## src/design/tes_pkg.sv

```systemverilog
// Shared constants, codes and controller/datapath bundles for the tab stop converter.
`default_nettype none

package tes_pkg;

   // Character codes and field widths
   localparam int BYTE_W     = 8;
   localparam int CSR_DATA_W = 7;
   localparam logic [BYTE_W-1:0] CH_TAB   = 8'd9;
   localparam logic [BYTE_W-1:0] CH_FILL  = 8'd255;
   localparam logic [BYTE_W-1:0] CH_SPACE = 8'd32;
   localparam logic [BYTE_W-1:0] CH_NONE  = 8'd0;

   // Tab width limits and reset values
   localparam int MAX_TAB_WIDTH_DEFAULT = 64;
   localparam int TAB_WIDTH_RESET       = 8;

   // Conversion modes
   typedef enum logic [1:0] {
      MODE_EXPAND,
      MODE_STRIP,
      MODE_FIX,
      MODE_REPLACE
   } mode_type;

   localparam mode_type MODE_RESET = MODE_FIX;

   // Register indexes
   typedef enum logic [0:0] {
      CSR_TAB_WIDTH,
      CSR_MODE
   } csr_index_type;

   // Controller to datapath
   typedef struct packed {
      logic accept;     // take the input word and load its first result
      logic fill_word;  // load the next filler of a tab run
      logic red_step;   // one compare/subtract step of the phase reduction
   } cmd_type;

   // Datapath to controller
   typedef struct packed {
      logic can_load;   // output register is free this cycle
      logic tab_run;    // current input is a tab that needs fillers after it
      logic fill_last;  // one filler left in the run
      logic red_done;   // reduction is on its last step
   } status_type;

endpackage

`default_nettype wire

```

## src/design/tes_if.sv

```systemverilog
// Valid/ready channel interfaces for the input, result and register write ports.
`default_nettype none

interface tes_req_if
   import tes_pkg::*;
   ();
   logic              valid;
   logic              ready;
   logic [BYTE_W-1:0] in_byte;
   logic              end_of_string;

   modport source (output valid, output in_byte, output end_of_string, input ready);
   modport sink   (input valid, input in_byte, input end_of_string, output ready);
endinterface

interface tes_rsp_if
   import tes_pkg::*;
   ();
   logic              valid;
   logic              ready;
   logic [BYTE_W-1:0] out_byte;
   logic              has_byte;
   logic              last_of_run;
   logic              out_end_of_string;

   modport source (output valid, output out_byte, output has_byte, output last_of_run,
                   output out_end_of_string, input ready);
   modport sink   (input valid, input out_byte, input has_byte, input last_of_run,
                   input out_end_of_string, output ready);
endinterface

interface tes_csr_if
   import tes_pkg::*;
   ();
   logic                  valid;
   logic                  ready;
   csr_index_type         index;
   logic [CSR_DATA_W-1:0] data;

   modport source (output valid, output index, output data, input ready);
   modport sink   (input valid, input index, input data, output ready);
endinterface

`default_nettype wire

```

## src/design/tes_ctrl.sv

```systemverilog
// Sequencer: input acceptance, tab filler runs and phase reduction after a width write.
`default_nettype none

module tes_ctrl
   import tes_pkg::*;
(
   input  wire logic       clock,
   input  wire logic       reset,
   input  wire logic       req_valid,
   input  wire logic       csr_width_wr,
   input  wire status_type status,
   output logic            req_ready,
   output logic            csr_ready,
   output cmd_type         cmd
);

   typedef enum logic [1:0] {
      S_IDLE,
      S_FILL,
      S_REDUCE
   } state_type;

   state_type state_ff;
   state_type state_in;

   // Handshakes and commands follow from the state
   always_comb begin
      req_ready     = (state_ff == S_IDLE) && status.can_load;
      csr_ready     = (state_ff != S_REDUCE);
      cmd.accept    = req_valid && req_ready;
      cmd.fill_word = (state_ff == S_FILL) && status.can_load;
      cmd.red_step  = (state_ff == S_REDUCE);
   end

   // Next state
   always_comb begin
      state_in = state_ff;
      unique case (state_ff)
         S_IDLE: begin
            if (csr_width_wr) begin
               state_in = S_REDUCE;
            end else if (cmd.accept && status.tab_run) begin
               state_in = S_FILL;
            end
         end
         S_FILL: begin
            if (cmd.fill_word && status.fill_last) begin
               state_in = S_IDLE;
            end
         end
         S_REDUCE: begin
            if (status.red_done) begin
               state_in = S_IDLE;
            end
         end
         default: state_in = S_IDLE;
      endcase
   end

   always_ff @(posedge clock) begin
      if (reset) begin
         state_ff <= S_IDLE;
      end else begin
         state_ff <= state_in;
      end
   end

   // A tab run is entered only with an output register free to take its tab
   a_fill_entry: assert property (@(posedge clock) disable iff (reset)
      (state_ff == S_IDLE && state_in == S_FILL) |-> cmd.accept)
      else $error("filler run entered without an accepted tab");

   // Nothing is accepted while the phase is being reduced
   a_no_accept_reduce: assert property (@(posedge clock) disable iff (reset)
      (state_ff == S_REDUCE) |-> !req_ready && !csr_ready)
      else $error("port open during phase reduction");

   // A width write in the idle state always leads into the reduction
   a_width_reduce: assert property (@(posedge clock) disable iff (reset)
      (state_ff == S_IDLE && csr_width_wr) |=> (state_ff == S_REDUCE))
      else $error("width write did not start the phase reduction");

endmodule

`default_nettype wire

```

## src/design/tes_dp.sv

```systemverilog
// Datapath: registers, column phase, filler counter, phase reduction and output word.
`default_nettype none

module tes_dp
   import tes_pkg::*;
#(
   parameter int MAX_TAB_WIDTH = MAX_TAB_WIDTH_DEFAULT
) (
   input  wire logic                  clock,
   input  wire logic                  reset,
   input  wire cmd_type               cmd,
   output status_type                 status,
   // register writes
   input  wire logic                  csr_wr,
   input  wire csr_index_type         csr_index,
   input  wire logic [CSR_DATA_W-1:0] csr_data,
   // input word
   input  wire logic [BYTE_W-1:0]     in_byte,
   input  wire logic                  in_eos,
   // result word
   input  wire logic                  rsp_ready,
   output logic                       rsp_valid,
   output logic [BYTE_W-1:0]          out_byte,
   output logic                       has_byte,
   output logic                       last_of_run,
   output logic                       out_eos
);

   localparam int PHASE_W = (MAX_TAB_WIDTH > 1) ? $clog2(MAX_TAB_WIDTH) : 1;
   localparam int WIDTH_W = $clog2(MAX_TAB_WIDTH + 1);
   localparam int WIDE_W  = PHASE_W + WIDTH_W;
   localparam int SH_W    = (PHASE_W > 1) ? $clog2(PHASE_W) : 1;
   localparam int RESET_WIDTH = (TAB_WIDTH_RESET > MAX_TAB_WIDTH) ?
                                MAX_TAB_WIDTH : TAB_WIDTH_RESET;
   localparam logic [CSR_DATA_W-1:0] MAX_RAW = CSR_DATA_W'(MAX_TAB_WIDTH);

   logic [WIDTH_W-1:0] width_ff, width_in;
   mode_type           mode_ff, mode_in;
   logic [PHASE_W-1:0] phase_ff, phase_in;
   logic [PHASE_W-1:0] fill_cnt_ff, fill_cnt_in;
   logic               eos_hold_ff, eos_hold_in;
   logic [SH_W-1:0]    shift_ff, shift_in;
   logic               rsp_valid_ff, rsp_valid_in;
   logic [BYTE_W-1:0]  out_byte_ff, out_byte_in;
   logic               has_byte_ff, has_byte_in;
   logic               last_ff, last_in;
   logic               eos_ff, eos_in;

   // Decode of the current input word
   logic               is_drop;
   logic               is_tab;
   logic [WIDTH_W-1:0] fill_wide;
   logic [PHASE_W-1:0] fill_amt;
   logic [WIDTH_W-1:0] phase_inc;
   logic [PHASE_W-1:0] phase_adv;
   logic [BYTE_W-1:0]  copy_byte;
   logic [WIDE_W-1:0]  red_sub;
   logic [WIDE_W-1:0]  red_phase;

   always_comb begin
      is_drop   = (mode_ff == MODE_STRIP || mode_ff == MODE_FIX) && (in_byte == CH_FILL);
      is_tab    = (mode_ff == MODE_EXPAND || mode_ff == MODE_FIX) && (in_byte == CH_TAB);
      fill_wide = width_ff - WIDTH_W'(phase_ff) - WIDTH_W'(1);
      fill_amt  = fill_wide[PHASE_W-1:0];
      phase_inc = WIDTH_W'(phase_ff) + WIDTH_W'(1);
      phase_adv = (phase_inc >= width_ff) ? '0 : phase_inc[PHASE_W-1:0];
      copy_byte = in_byte;
      if (mode_ff == MODE_REPLACE && (in_byte == CH_TAB || in_byte == CH_FILL)) begin
         copy_byte = CH_SPACE;
      end
      red_sub   = WIDE_W'(width_ff) << shift_ff;
      red_phase = WIDE_W'(phase_ff);
   end

   // Status back to the controller
   always_comb begin
      status.can_load  = !rsp_valid_ff || rsp_ready;
      status.tab_run   = !is_drop && is_tab && (fill_amt != '0);
      status.fill_last = (fill_cnt_ff == PHASE_W'(1));
      status.red_done  = (shift_ff == '0);
   end

   // Register writes, saturating the tab width into range
   always_comb begin
      width_in = width_ff;
      mode_in  = mode_ff;
      if (csr_wr) begin
         unique case (csr_index)
            CSR_TAB_WIDTH: begin
               if (csr_data == '0) begin
                  width_in = WIDTH_W'(1);
               end else if (csr_data > MAX_RAW) begin
                  width_in = WIDTH_W'(MAX_TAB_WIDTH);
               end else begin
                  width_in = csr_data[WIDTH_W-1:0];
               end
            end
            CSR_MODE: mode_in = mode_type'(csr_data[1:0]);
            default: ;
         endcase
      end
   end

   // Phase, filler run, reduction and output word
   always_comb begin
      phase_in     = phase_ff;
      fill_cnt_in  = fill_cnt_ff;
      eos_hold_in  = eos_hold_ff;
      shift_in     = shift_ff;
      rsp_valid_in = rsp_ready ? 1'b0 : rsp_valid_ff;
      out_byte_in  = out_byte_ff;
      has_byte_in  = has_byte_ff;
      last_in      = last_ff;
      eos_in       = eos_ff;

      if (csr_wr && csr_index == CSR_TAB_WIDTH) begin
         shift_in = SH_W'(PHASE_W - 1);
      end

      // Restoring remainder: subtract width << shift where it fits
      if (cmd.red_step) begin
         if (red_phase >= red_sub) begin
            phase_in = PHASE_W'(red_phase - red_sub);
         end
         if (shift_ff != '0) begin
            shift_in = shift_ff - SH_W'(1);
         end
      end

      if (cmd.accept) begin
         priority if (is_drop) begin
            if (in_eos) begin
               rsp_valid_in = 1'b1;
               out_byte_in  = CH_NONE;
               has_byte_in  = 1'b0;
               last_in      = 1'b1;
               eos_in       = 1'b1;
               phase_in     = '0;
            end
         end else if (is_tab) begin
            rsp_valid_in = 1'b1;
            out_byte_in  = CH_TAB;
            has_byte_in  = 1'b1;
            last_in      = (fill_amt == '0);
            eos_in       = in_eos && (fill_amt == '0);
            fill_cnt_in  = fill_amt;
            eos_hold_in  = in_eos;
            phase_in     = '0;
         end else begin
            rsp_valid_in = 1'b1;
            out_byte_in  = copy_byte;
            has_byte_in  = 1'b1;
            last_in      = 1'b1;
            eos_in       = in_eos;
            phase_in     = in_eos ? '0 : phase_adv;
         end
      end

      if (cmd.fill_word) begin
         rsp_valid_in = 1'b1;
         out_byte_in  = CH_FILL;
         has_byte_in  = 1'b1;
         last_in      = status.fill_last;
         eos_in       = eos_hold_ff && status.fill_last;
         fill_cnt_in  = fill_cnt_ff - PHASE_W'(1);
      end
   end

   // Control state
   always_ff @(posedge clock) begin
      if (reset) begin
         width_ff     <= WIDTH_W'(RESET_WIDTH);
         mode_ff      <= MODE_RESET;
         phase_ff     <= '0;
         fill_cnt_ff  <= '0;
         shift_ff     <= '0;
         rsp_valid_ff <= 1'b0;
      end else begin
         width_ff     <= width_in;
         mode_ff      <= mode_in;
         phase_ff     <= phase_in;
         fill_cnt_ff  <= fill_cnt_in;
         shift_ff     <= shift_in;
         rsp_valid_ff <= rsp_valid_in;
      end
   end

   // Payload
   always_ff @(posedge clock) begin
      eos_hold_ff <= eos_hold_in;
      out_byte_ff <= out_byte_in;
      has_byte_ff <= has_byte_in;
      last_ff     <= last_in;
      eos_ff      <= eos_in;
   end

   assign rsp_valid   = rsp_valid_ff;
   assign out_byte    = out_byte_ff;
   assign has_byte    = has_byte_ff;
   assign last_of_run = last_ff;
   assign out_eos     = eos_ff;

   // Phase is always below the tab width when a word is taken
   a_phase_range: assert property (@(posedge clock) disable iff (reset)
      cmd.accept |-> (WIDTH_W'(phase_ff) < width_ff))
      else $error("column phase not reduced below tab width");

   // Filler words only come while the run counter is live
   a_fill_live: assert property (@(posedge clock) disable iff (reset)
      cmd.fill_word |-> (fill_cnt_ff != '0))
      else $error("filler emitted with empty run counter");

   // A dropped filler inside the line leaves no result behind
   a_drop_silent: assert property (@(posedge clock) disable iff (reset)
      (cmd.accept && is_drop && !in_eos) |=> !rsp_valid_ff)
      else $error("dropped filler produced a result word");

   // The last word of a string always closes its run
   a_eos_last: assert property (@(posedge clock) disable iff (reset)
      (rsp_valid_ff && eos_ff) |-> last_ff)
      else $error("string end on a word that is not last of its run");

endmodule

`default_nettype wire

```

## src/design/tab_extension_stream_converter.sv

```systemverilog
// Tab stop converter: expands, strips, fixes or replaces tabs and 0xFF fillers per line.
//
// Channels: req_chan takes one line byte per word with end_of_string on the
// last byte. rsp_chan gives the result words; last_of_run marks the final word
// caused by one input word and out_end_of_string the final word of the line.
// csr_chan writes tab_width (index 0, saturated to 1..MAX_TAB_WIDTH) and
// mode (index 1); write it only while no line data is in flight.
// A result word is registered and appears in the cycle after its input word is taken.
// Throughput: one result word per cycle while rsp_chan.ready is high. A plain byte
// gives one word, a dropped filler none unless it ends the line, and an expanded tab
// (width - column) words while the filler counter runs and the input is held off.
// A tab_width write taken while idle starts a phase reduction, one restoring
// compare/subtract step per bit of the column phase, during which neither port
// is ready.
// Reset: tab_width 8, mode strip-then-expand, column 0, output empty.
// Stalls: the output register holds its word while rsp_chan.ready is low and
// no new input or filler is taken until it drains.
`default_nettype none

module tab_extension_stream_converter
   import tes_pkg::*;
#(
   parameter int MAX_TAB_WIDTH = MAX_TAB_WIDTH_DEFAULT
) (
   input  wire logic  clock,
   input  wire logic  reset,
   tes_req_if.sink    req_chan,
   tes_rsp_if.source  rsp_chan,
   tes_csr_if.sink    csr_chan
);

   cmd_type    cmd;
   status_type status;
   logic       csr_wr;
   logic       csr_width_wr;

   // Register write decode
   assign csr_wr       = csr_chan.valid && csr_chan.ready;
   assign csr_width_wr = csr_wr && (csr_chan.index == CSR_TAB_WIDTH);

   tes_ctrl u_ctrl (
      .clock        (clock),
      .reset        (reset),
      .req_valid    (req_chan.valid),
      .csr_width_wr (csr_width_wr),
      .status       (status),
      .req_ready    (req_chan.ready),
      .csr_ready    (csr_chan.ready),
      .cmd          (cmd)
   );

   tes_dp #(
      .MAX_TAB_WIDTH (MAX_TAB_WIDTH)
   ) u_dp (
      .clock       (clock),
      .reset       (reset),
      .cmd         (cmd),
      .status      (status),
      .csr_wr      (csr_wr),
      .csr_index   (csr_chan.index),
      .csr_data    (csr_chan.data),
      .in_byte     (req_chan.in_byte),
      .in_eos      (req_chan.end_of_string),
      .rsp_ready   (rsp_chan.ready),
      .rsp_valid   (rsp_chan.valid),
      .out_byte    (rsp_chan.out_byte),
      .has_byte    (rsp_chan.has_byte),
      .last_of_run (rsp_chan.last_of_run),
      .out_eos     (rsp_chan.out_end_of_string)
   );

endmodule

`default_nettype wire

```

## src/flat_wrapper.sv

```systemverilog
// flat-port wrapper written by rule: the top's interface ports become plain ports
module tab_extension_stream_converter_flat import tes_pkg::*;
#(
   parameter int MAX_TAB_WIDTH = MAX_TAB_WIDTH_DEFAULT
)
  (clock, reset, req_chan_valid, req_chan_in_byte, req_chan_end_of_string, req_chan_ready, rsp_chan_valid, rsp_chan_out_byte, rsp_chan_has_byte, rsp_chan_last_of_run, rsp_chan_out_end_of_string, rsp_chan_ready, csr_chan_valid, csr_chan_index, csr_chan_data, csr_chan_ready);
  tes_req_if req_chan_i ();
  tes_rsp_if rsp_chan_i ();
  tes_csr_if csr_chan_i ();
  input  wire logic clock;
  input  wire logic reset;
  input wire logic [$bits(req_chan_i.valid)-1:0] req_chan_valid;
  input wire logic [$bits(req_chan_i.in_byte)-1:0] req_chan_in_byte;
  input wire logic [$bits(req_chan_i.end_of_string)-1:0] req_chan_end_of_string;
  output wire logic [$bits(req_chan_i.ready)-1:0] req_chan_ready;
  output wire logic [$bits(rsp_chan_i.valid)-1:0] rsp_chan_valid;
  output wire logic [$bits(rsp_chan_i.out_byte)-1:0] rsp_chan_out_byte;
  output wire logic [$bits(rsp_chan_i.has_byte)-1:0] rsp_chan_has_byte;
  output wire logic [$bits(rsp_chan_i.last_of_run)-1:0] rsp_chan_last_of_run;
  output wire logic [$bits(rsp_chan_i.out_end_of_string)-1:0] rsp_chan_out_end_of_string;
  input wire logic [$bits(rsp_chan_i.ready)-1:0] rsp_chan_ready;
  input wire logic [$bits(csr_chan_i.valid)-1:0] csr_chan_valid;
  input wire logic [$bits(csr_chan_i.index)-1:0] csr_chan_index;
  input wire logic [$bits(csr_chan_i.data)-1:0] csr_chan_data;
  output wire logic [$bits(csr_chan_i.ready)-1:0] csr_chan_ready;
  assign req_chan_i.valid = req_chan_valid;
  assign req_chan_i.in_byte = req_chan_in_byte;
  assign req_chan_i.end_of_string = req_chan_end_of_string;
  assign req_chan_ready = req_chan_i.ready;
  assign rsp_chan_valid = rsp_chan_i.valid;
  assign rsp_chan_out_byte = rsp_chan_i.out_byte;
  assign rsp_chan_has_byte = rsp_chan_i.has_byte;
  assign rsp_chan_last_of_run = rsp_chan_i.last_of_run;
  assign rsp_chan_out_end_of_string = rsp_chan_i.out_end_of_string;
  assign rsp_chan_i.ready = rsp_chan_ready;
  assign csr_chan_i.valid = csr_chan_valid;
  assign csr_chan_i.index = csr_chan_index;
  assign csr_chan_i.data = csr_chan_data;
  assign csr_chan_ready = csr_chan_i.ready;
  tab_extension_stream_converter #(.MAX_TAB_WIDTH(MAX_TAB_WIDTH)) u_core (.clock(clock), .reset(reset), .req_chan(req_chan_i), .rsp_chan(rsp_chan_i), .csr_chan(csr_chan_i));
endmodule
```

## config.mk

```make
export PLATFORM = sky130hd
export DESIGN_NAME = tab_extension_stream_converter_flat
export DESIGN_NICKNAME = d
export VERILOG_FILES = /design/src/design/tes_pkg.sv /design/src/design/tes_if.sv /design/src/design/tes_ctrl.sv /design/src/design/tes_dp.sv /design/src/design/tab_extension_stream_converter.sv /design/src/flat_wrapper.sv
export SDC_FILE = /design/constraint.sdc
export NUM_CORES = 1
export LEC_CHECK = 0
export BUFFER_PORTS_ARGS = -buffer_cell sky130_fd_sc_hd__buf_2
export CORE_MARGIN = 4
export CORE_UTILIZATION = 30
export CTS_CLUSTER_SIZE = 24
export DETAILED_ROUTE_END_ITERATION = 16
export PLACE_DENSITY = 0.52
export SYNTH_ARGS = -nofsm -noshare
export SYNTH_HDL_FRONTEND = slang
export SYNTH_HIERARCHICAL = 1
export SYNTH_SLANG_ARGS = --single-unit
export TNS_END_PERCENT = 10
```

## constraint.sdc

```tcl
create_clock -name clock -period 3.7 [get_ports clock]
set_clock_uncertainty 0.05 [all_clocks]
set_input_delay 0.37 -clock clock [delete_from_list [all_inputs] [get_ports clock]]
set_output_delay 0.37 -clock clock [all_outputs]
set_load 0.005 [all_outputs]
```

==> results of run 1 <==
-- cells in the mapped netlist (3+ instances only) --
master / n
inv_1: 22
a211o_1: 3
a31oi_1: 4
nand2b_1: 12
o311ai_0: 3
a21o_1: 7
nor2b_1: 4
dfxtp_1: 36
clkbuf_1: 7
a311oi_1: 3
o21ai_0: 14
mux2i_1: 13
ha_1: 26
a221o_1: 7
nand2_1: 19
nor3b_1: 5
a21oi_1: 17
o31ai_1: 4
xor2_1: 6
nor2_1: 25
a211oi_1: 4
nand3_1: 11
edfxtp_1: 3
nor3_1: 13
and2_1: 3
o21a_1: 4
-- logic make-up after synthesis --
family,synth area share [%]
AOI/OAI and AO/OA,23.60
and+or+nand+nor,21.49
buffers and inverters,4.955
DFF,29.19
adders and majority gates,13.15
muxes,5.090
xor gates and xnor gates,2.523
-- where the power goes --
group          internal [mW]  switching [mW]  total (mW)  leakage, nW
registers              0.453          0.0273       0.480        0.321
logic                  0.115           0.132       0.247        0.934
clock network          0.198           0.152       0.350       0.0556
-- layout make-up --
type / instances / area share (%)
Tap cell: 108 / 4.270
Sequential cell: 39 / 25.62
Clock inverter: 3 / 1.226
Inverter: 24 / 2.887
Multi-Input combinational cell: 249 / 58.05
Clock buffer: 5 / 2.175
Timing Repair Buffer: 36 / 5.773
-- routing by layer --
layer,vias up,GRT usage (%),part of all wire (%)
met5,-,0,0
met4,0,3.704,1.6
met3,10,2.731,4.4
met2,59,22.38,47
met1,1164,16.52,47
li1,1258,-,-
-- sequential cells by signal (all words and copies together), names as in the netlist --
register	flops
u_core/u_dp/out_byte	8
u_core/u_dp/width_ff	7
u_core/u_dp/fill_cnt_ff	6
u_core/u_dp/phase_ff	6
u_core/u_dp/shift_ff	3
u_core/u_ctrl/state_ff	2
u_core/u_dp/mode_ff	2
u_core/u_dp/eos_hold_ff	1
u_core/u_dp/has_byte	1
u_core/u_dp/last_of_run	1
u_core/u_dp/out_eos	1
u_core/u_dp/rsp_valid	1
-- cell usage in the layout, fill, tap and decap left out, drive strengths merged, types with 4 or more instances in the layout --
master  instances
clkbuf          5
nand2b         12
a221o           7
clkinv          4
nand3          11
nor3b           6
a31oi           4
nor3           13
a21o            7
ha             26
dfxtp          36
a211oi          6
o31ai           4
a21oi          17
inv            22
buf            36
nand2          19
mux2i          13
nor2           26
o21a            4
nor2b           4
o21ai          14
xor2            6
-- worst paths after layout --
kind / from / to / slack, ps / depth (start not counted)
max: u_core/u_dp/shift_ff[0] / u_core/u_dp/phase_ff[0] / 770 / 9
min: req_chan_in_byte[4] / u_core/u_dp/out_byte[4] / 290 / 2
max reg2reg: u_core/u_dp/shift_ff[0] / u_core/u_dp/phase_ff[0] / 770 / 9
min reg2reg: u_core/u_dp/mode_ff[0] / u_core/u_dp/mode_ff[0] / 430 / 2
-- through the flow --
step / area [sq um] / setup slack [ps]
floorplan: 2778 / 1064
global placement: 3057 / 856.5
detailed placement: 3057 / 769.6
CTS: 3164 / 756.0
global route: 3164 / 449.7
finish: 3164 / 768.3
-- worst register-to-register path, stage by stage, from the launching register on --
cell      delay (ps)
dfxtp_1          580
mux2i_1          180
or3_1            380
ha_1             310
nor2b_1          170
o31a_1           180
o31ai_1          100
a211oi_2         510
mux2i_1          150
a22o_1           220
==> summary.md, run 1 <==
| Metric | Value |
|---|---|
| Vias in the first global route | around 2.5k |
| Synth area leader | dfxtp_1 |
| FFs w/ async S/R, synth | 0% |
| Final #Nets | between 400 and 500 |
| Arrival time at the worst endpoint | around 3000 ps |
| Synth warn | 6 |
| DRT Wirelength | ~7000 microns |
| First-pass GRT wire length | 11830 microns |
| Crit path buf inv count | 0 |
| Core area | 8848 sq um |
| DIE WIDTH | roughly 100 microns |
| Post-synth EDFFs | 3 |
| Layout cells sized above 1 | 15.17% |
| Initial Util | 31.39% |
| Critical path's largest stage delay | 580 ps |
| Routed length per placed instance | 15.08 microns |
| Synthesized area | 2778 sq um |
| Grt total ovfl | 0 |
| FP Rows | 34 |
| Top cell by count, worst path | mux2i_1 |
| F_max | between 300 and 400 MHz |
| P&R area growth vs syn | 13.92% |
| Measured slew at the worst slew-check pin | 738.4 ps |
| Startpoint Class | flop |
| DR DRC count | 0 |
| Sequential fraction of the synthesis area | 29.19% |
| Final hold vios | 0 |
| Yosys reg bits | 39 |
| Post-cts sizing count | 0 |
| Non-Filler Instances | ~460 |
| Clock transition at path regs | 80 ps |
| Hold_ws | 290.3 ps |
| Vias post-DR | 2491 |
| CTS tree | done |
| Die area | 10860 sq um |
| I/O Pins | 36 |
| Setup TNS | 0 ps |
| Register area | 810.8 sq um |
| Critical path cell sequence | mux2i_1, or3_1, ha_1, nor2b_1, o31a_1, o31ai_1, a211oi_2, mux2i_1, a22o_1 |
| Iter 0 DRT Violations | 114 |
| Relative slew slack | 50.77% |
| Status | completed |
| Max Buffers Root-to-Sink | 2 |
| Yosys cell types | 63 |
| CP Capture Type | flop |
| Fillers | 938 |
| Cell family with most CP delay | compound AO/OA/AOI/OAI gates |
| ANT cells | 0 |
| Post-CTS Setup Bufs | 0 |
| Synth top area cells | dfxtp_1 26%, ha_1 12%, mux2i_1 4.7%, nor2_1 3.4%, edfxtp_1 3.2% |
| Drt first pass iters | 5 |
| Via-to-Cell Ratio | 5.369 |
| GRT Total Usage | 13.06% |
| Syn_nets | 372 |
| P per Cell Area | 340.5 nW/um^2 |
| Max Cap Viol | 0 |
| Max VDD drop | between 0.1 and 0.15 mV |
| Pin count of the biggest net entering global routing | 25 |
| H-tree lvl count | 2 |
| Worst skew pair latency | between 200 and 300 ps |
| RSZ-0062 raised after global routing | false |
| Avg Cell Area, Syn | roughly 8.6 sq um |
| Fin util | 35.76% |
| Cells after DPL | roughly 460 |
| IO buf count | 35 |
| Worst min path class | in -> reg |
| CTS Hold Bufs | 0 |
| CTS root buf | clkbuf_8 |
| Leading register cell type out of synthesis | dfxtp_1 |
| Synth Instances | 322 |
| CP max FO | 10 |
| Footprint of the multi-input gates | 1837 sq um |
| WS Path Type | reg -> reg |
| Total power | approximately 1.1 mW |
| Final Cycle Share | 79.24% |
| Yosys top cell area share | approximately a quarter |
| Fin. max-slew vios | 0 |
| Critical path data required time | 3830 ps |
| Inserted Clock Buffers | 5 |
| TritonCTS Sinks | 39 |
| Post-route ant nets | 0 |
| RD Place Congestion | 0.8727 |
| Die Y | 104.2 microns |
| # setup viols final | 0 |
| HPWL Detailed | about 5600 microns |
| Antenna violations before repair | 0 |
| Crit-path slowest cell | dfxtp_1 |
| Lkg Pwr | 1.311 nW |
| Post-layout min period | 2932 ps |
Note: power is estimated with default switching activity, not from simulation.
==> run 2, diff against run 1 <==
--- a/config.mk
+++ b/config.mk
@@ -5,6 +5,7 @@
 export SDC_FILE = /design/constraint.sdc
 export NUM_CORES = 1
 export LEC_CHECK = 0
+export ABC_AREA = 1
 export BUFFER_PORTS_ARGS = -buffer_cell sky130_fd_sc_hd__buf_2
 export CORE_MARGIN = 4
 export CORE_UTILIZATION = 30
==> constraint.sdc (replaced) <==
create_clock -name clock -period 2.9 [get_ports clock]
set_clock_uncertainty 0.05 [all_clocks]
set_input_delay 0.29 -clock clock [delete_from_list [all_inputs] [get_ports clock]]
set_output_delay 0.29 -clock clock [all_outputs]
set_load 0.005 [all_outputs]
==> summary.md, run 2 <==
| Metric | Value |
|---|---|
| CP Capture Point | u_core/u_dp/phase_ff[2] |
| TritonCTS Sinks | 39 |
| Drt first pass iters | 4 |
| Die area | 11540 sq um |
| Register area | roughly 810 sq um |
| Synth Instances | ~430 |
| Critical path data required time | 3060 ps |
| CTS tree | done |
| Crit path buf inv count | 3 |
| I/O Pins | 36 |
| First-pass GRT wire length | around 13000 microns |
| H-tree lvl count | 2 |
| Pin count of the biggest net entering global routing | 21 |
| Vias post-DR | 2810 |
| RD Place Congestion | about 0.83 |
| Total power | 1.361 mW |
| Yosys cell types | 43 |
| Cell family with most CP delay | simple AND/OR/NAND/NOR gates |
| Core area | 9684 sq um |
| Yosys top cell area share | 24.30% |
| Worst skew pair latency | approximately 290 ps |
| CTS root buf | clkbuf_8 |
| ANT cells | 0 |
| Synth top area cells | dfxtp_1 24%, nand2_1 13%, ha_1 11%, inv_1 7.7%, nand3_1 6.4% |
| Placed cell areas | ~3300 sq um |
| Lkg Pwr | 1.609 nW |
| Critical path's largest stage delay | 470 ps |
| FF-to-FF setup slack | 320 ps |
| Max Cap Viol | 0 |
| FP Rows | 36 |
| Vias in the first global route | between 2k and 3k |
| Yosys reg bits | 39 |
| Worst min path class | in -> reg |
| F_max | ~390 MHz |
| Post-layout min period | approximately 2600 ps |
| Crit path depth | 16 |
| Most frequent cells in the layout | 103 x nand2_1, 61 x inv_1, 38 x nand3_1 |
| Startpoint Class | flop |
| Measured slew at the worst slew-check pin | 580.8 ps |
| Top cell by count, worst path | nand2_1 |
| Status | completed |
| Layout cells sized above 1 | approximately 17% |
| Die Y | 107.4 microns |
| Synthesized area | 2965 sq um |
| CP max FO | 7 |
| Footprint of the multi-input gates | 1829 sq um |
| WS Path Type | reg -> reg |
| Final Cycle Share | 89.06% |
| IO buf count | 35 |
| Commonest cells post-synth | 103 x nand2_1, 61 x inv_1, 38 x nand3_1 |
| Grt total ovfl | 0 |
| Syn_nets | 477 |
| Synth warn | 6 |
| Final hold vios | 0 |
| Inserted Clock Buffers | 5 |
| Sequential fraction of the synthesis area | a little over a quarter |
| Initial Util | 30.62% |
| Final #Nets | approximately 520 |
| Clock transition at path regs | 80 ps |
| Max VDD drop | 0.1884 mV |
| Critical path cell sequence | inv_1, o21ai_1, inv_1, nand2_1, nand3_1, ha_1, nand2_1, inv_1, nand4_1, nand3_1, nand2_1, nand2_1, nand3_4, nand2_1, nand3_1, a21oi_1 |
| Crit-path slowest cell | dfxtp_1 |
| Setup TNS | 0 ps |
| Largest register FFs | 8 |
| Post-synth EDFFs | 3 |
| Post-CTS Setup Bufs | 0 |
| Antenna violations before repair | 0 |
| Fillers | 1070 |
| RSZ-0062 raised after global routing | false |
| Most common cell after layout, fill and taps aside | nand2_1 |
| Relative slew slack | 60.98% |
| P&R area growth vs syn | 12.95% |
| FFs w/ async S/R, synth | 0% |
| Reg2reg end | u_core/u_dp/phase_ff[2] |
| CP Capture Type | flop |
| Crit path from | u_core/u_dp/width_ff[1] |
| Reg2reg path depth | 16 |
| Max Buffers Root-to-Sink | 2 |
| Arrival time at the worst endpoint | 2750 ps |
| DR DRC count | 0 |
| Top-count cell post-synth | nand2_1 |
| DIE WIDTH | 107.4 microns |
| P per Cell Area | 406.3 nW/um^2 |
| # setup viols final | 0 |
| DRT Wirelength | 7353 microns |
| Fin. max-slew vios | 0 |
| GRT Total Usage | between 10 and 15% |
| HPWL Detailed | 5898 microns |
| Post-route ant nets | 0 |
| Iter 0 DRT Violations | roughly 120 |
| Avg Cell Area, Syn | 6.945 sq um |
| Synth area leader | dfxtp_1 |
| Via-to-Cell Ratio | 4.691 |
| Leading register cell type out of synthesis | dfxtp_1 |
| RR Startpoint | u_core/u_dp/width_ff[1] |
| Fin util | 34.59% |
| Hold_ws | roughly 160 ps |
| Routed length per placed instance | approximately 12 microns |
| Fin area | 3349 sq um |
-- run 2: worst min-delay path by stage --
stage | from | endpoint | slack, ps | cells after the start
floorplan | reset | u_core/u_ctrl/state_ff[1] | 310 | 1
global placement | u_core/u_dp/out_byte[0] | u_core/u_dp/out_byte[0] | 380 | 2
detailed placement | u_core/u_dp/has_byte | u_core/u_dp/has_byte | 390 | 2
CTS | req_chan_end_of_string | u_core/u_dp/eos_hold_ff | 150 | 1
global route | req_chan_end_of_string | u_core/u_dp/eos_hold_ff | 160 | 1
finish | req_chan_end_of_string | u_core/u_dp/eos_hold_ff | 160 | 1
-- run 2: worst reg2reg max path, delay by kind of cell (launching register included) --
family / cells / cell delay [ps]
and+or+nand+nor: 10 / 960
DFF: 1 / 470
AOI/OAI and AO/OA: 2 / 380
adders and majority gates: 1 / 380
buffers and inverters: 3 / 270
-- run 2: final cells by class --
type | count | area share, %
inverter | 68 | 7.695
clock buffer | 6 | 2.167
multi-input combinational | 313 | 54.61
tap | 133 | 4.968
timing repair buffer | 38 | 5.902
clock inverter | 2 | 0.3736
sequential | 39 | 24.28
-- run 2: cell families after synthesis --
kind of cell	count (synthesis)	synth area share, %
buf+inv	75	10.97
fa+ha+maj	28	12.32
compound gates	64	13.04
xor+xnor	13	3.840
flops	39	27.34
simple gates	208	32.49
-- run 2: routing by layer --
metal / global-route usage [%] / wire (microns) / vias up
li1: - / - / 1484
met1: 18.80 / 3651 / 1263
met2: 21.45 / 3218 / 53
met3: 2.280 / 346 / 10
met4: 3.517 / 138 / 0
met5: 0 / 0 / -
-- run 2: power breakdown --
group | switching (mW) | internal (mW) | leakage, nW
logic | 0.233 | 0.144 | 1.25
registers | 0.0345 | 0.580 | 0.322
clock network | 0.202 | 0.168 | 0.0412
-- run 2: repair_timing --
| item | 4_1_cts | 5_1_grt |
|---|---|---|
| endpoints found under the setup margin | 0 | 6 |
| hold buffers | 0 | 0 |
| hold endpoints to repair | 0 | 0 |
| gates resized for setup | 0 | 2 |
-- run 2: metrics by stage --
step | worst slack (ps) | cells
3_5_place_dp | 279.2 | 591
2_1_floorplan | 600.3 | 427
6_report | 317.4 | 599
4_1_cts | 250.3 | 599
5_1_grt | 19.64 | 599
3_3_place_gp | 341.6 | 591
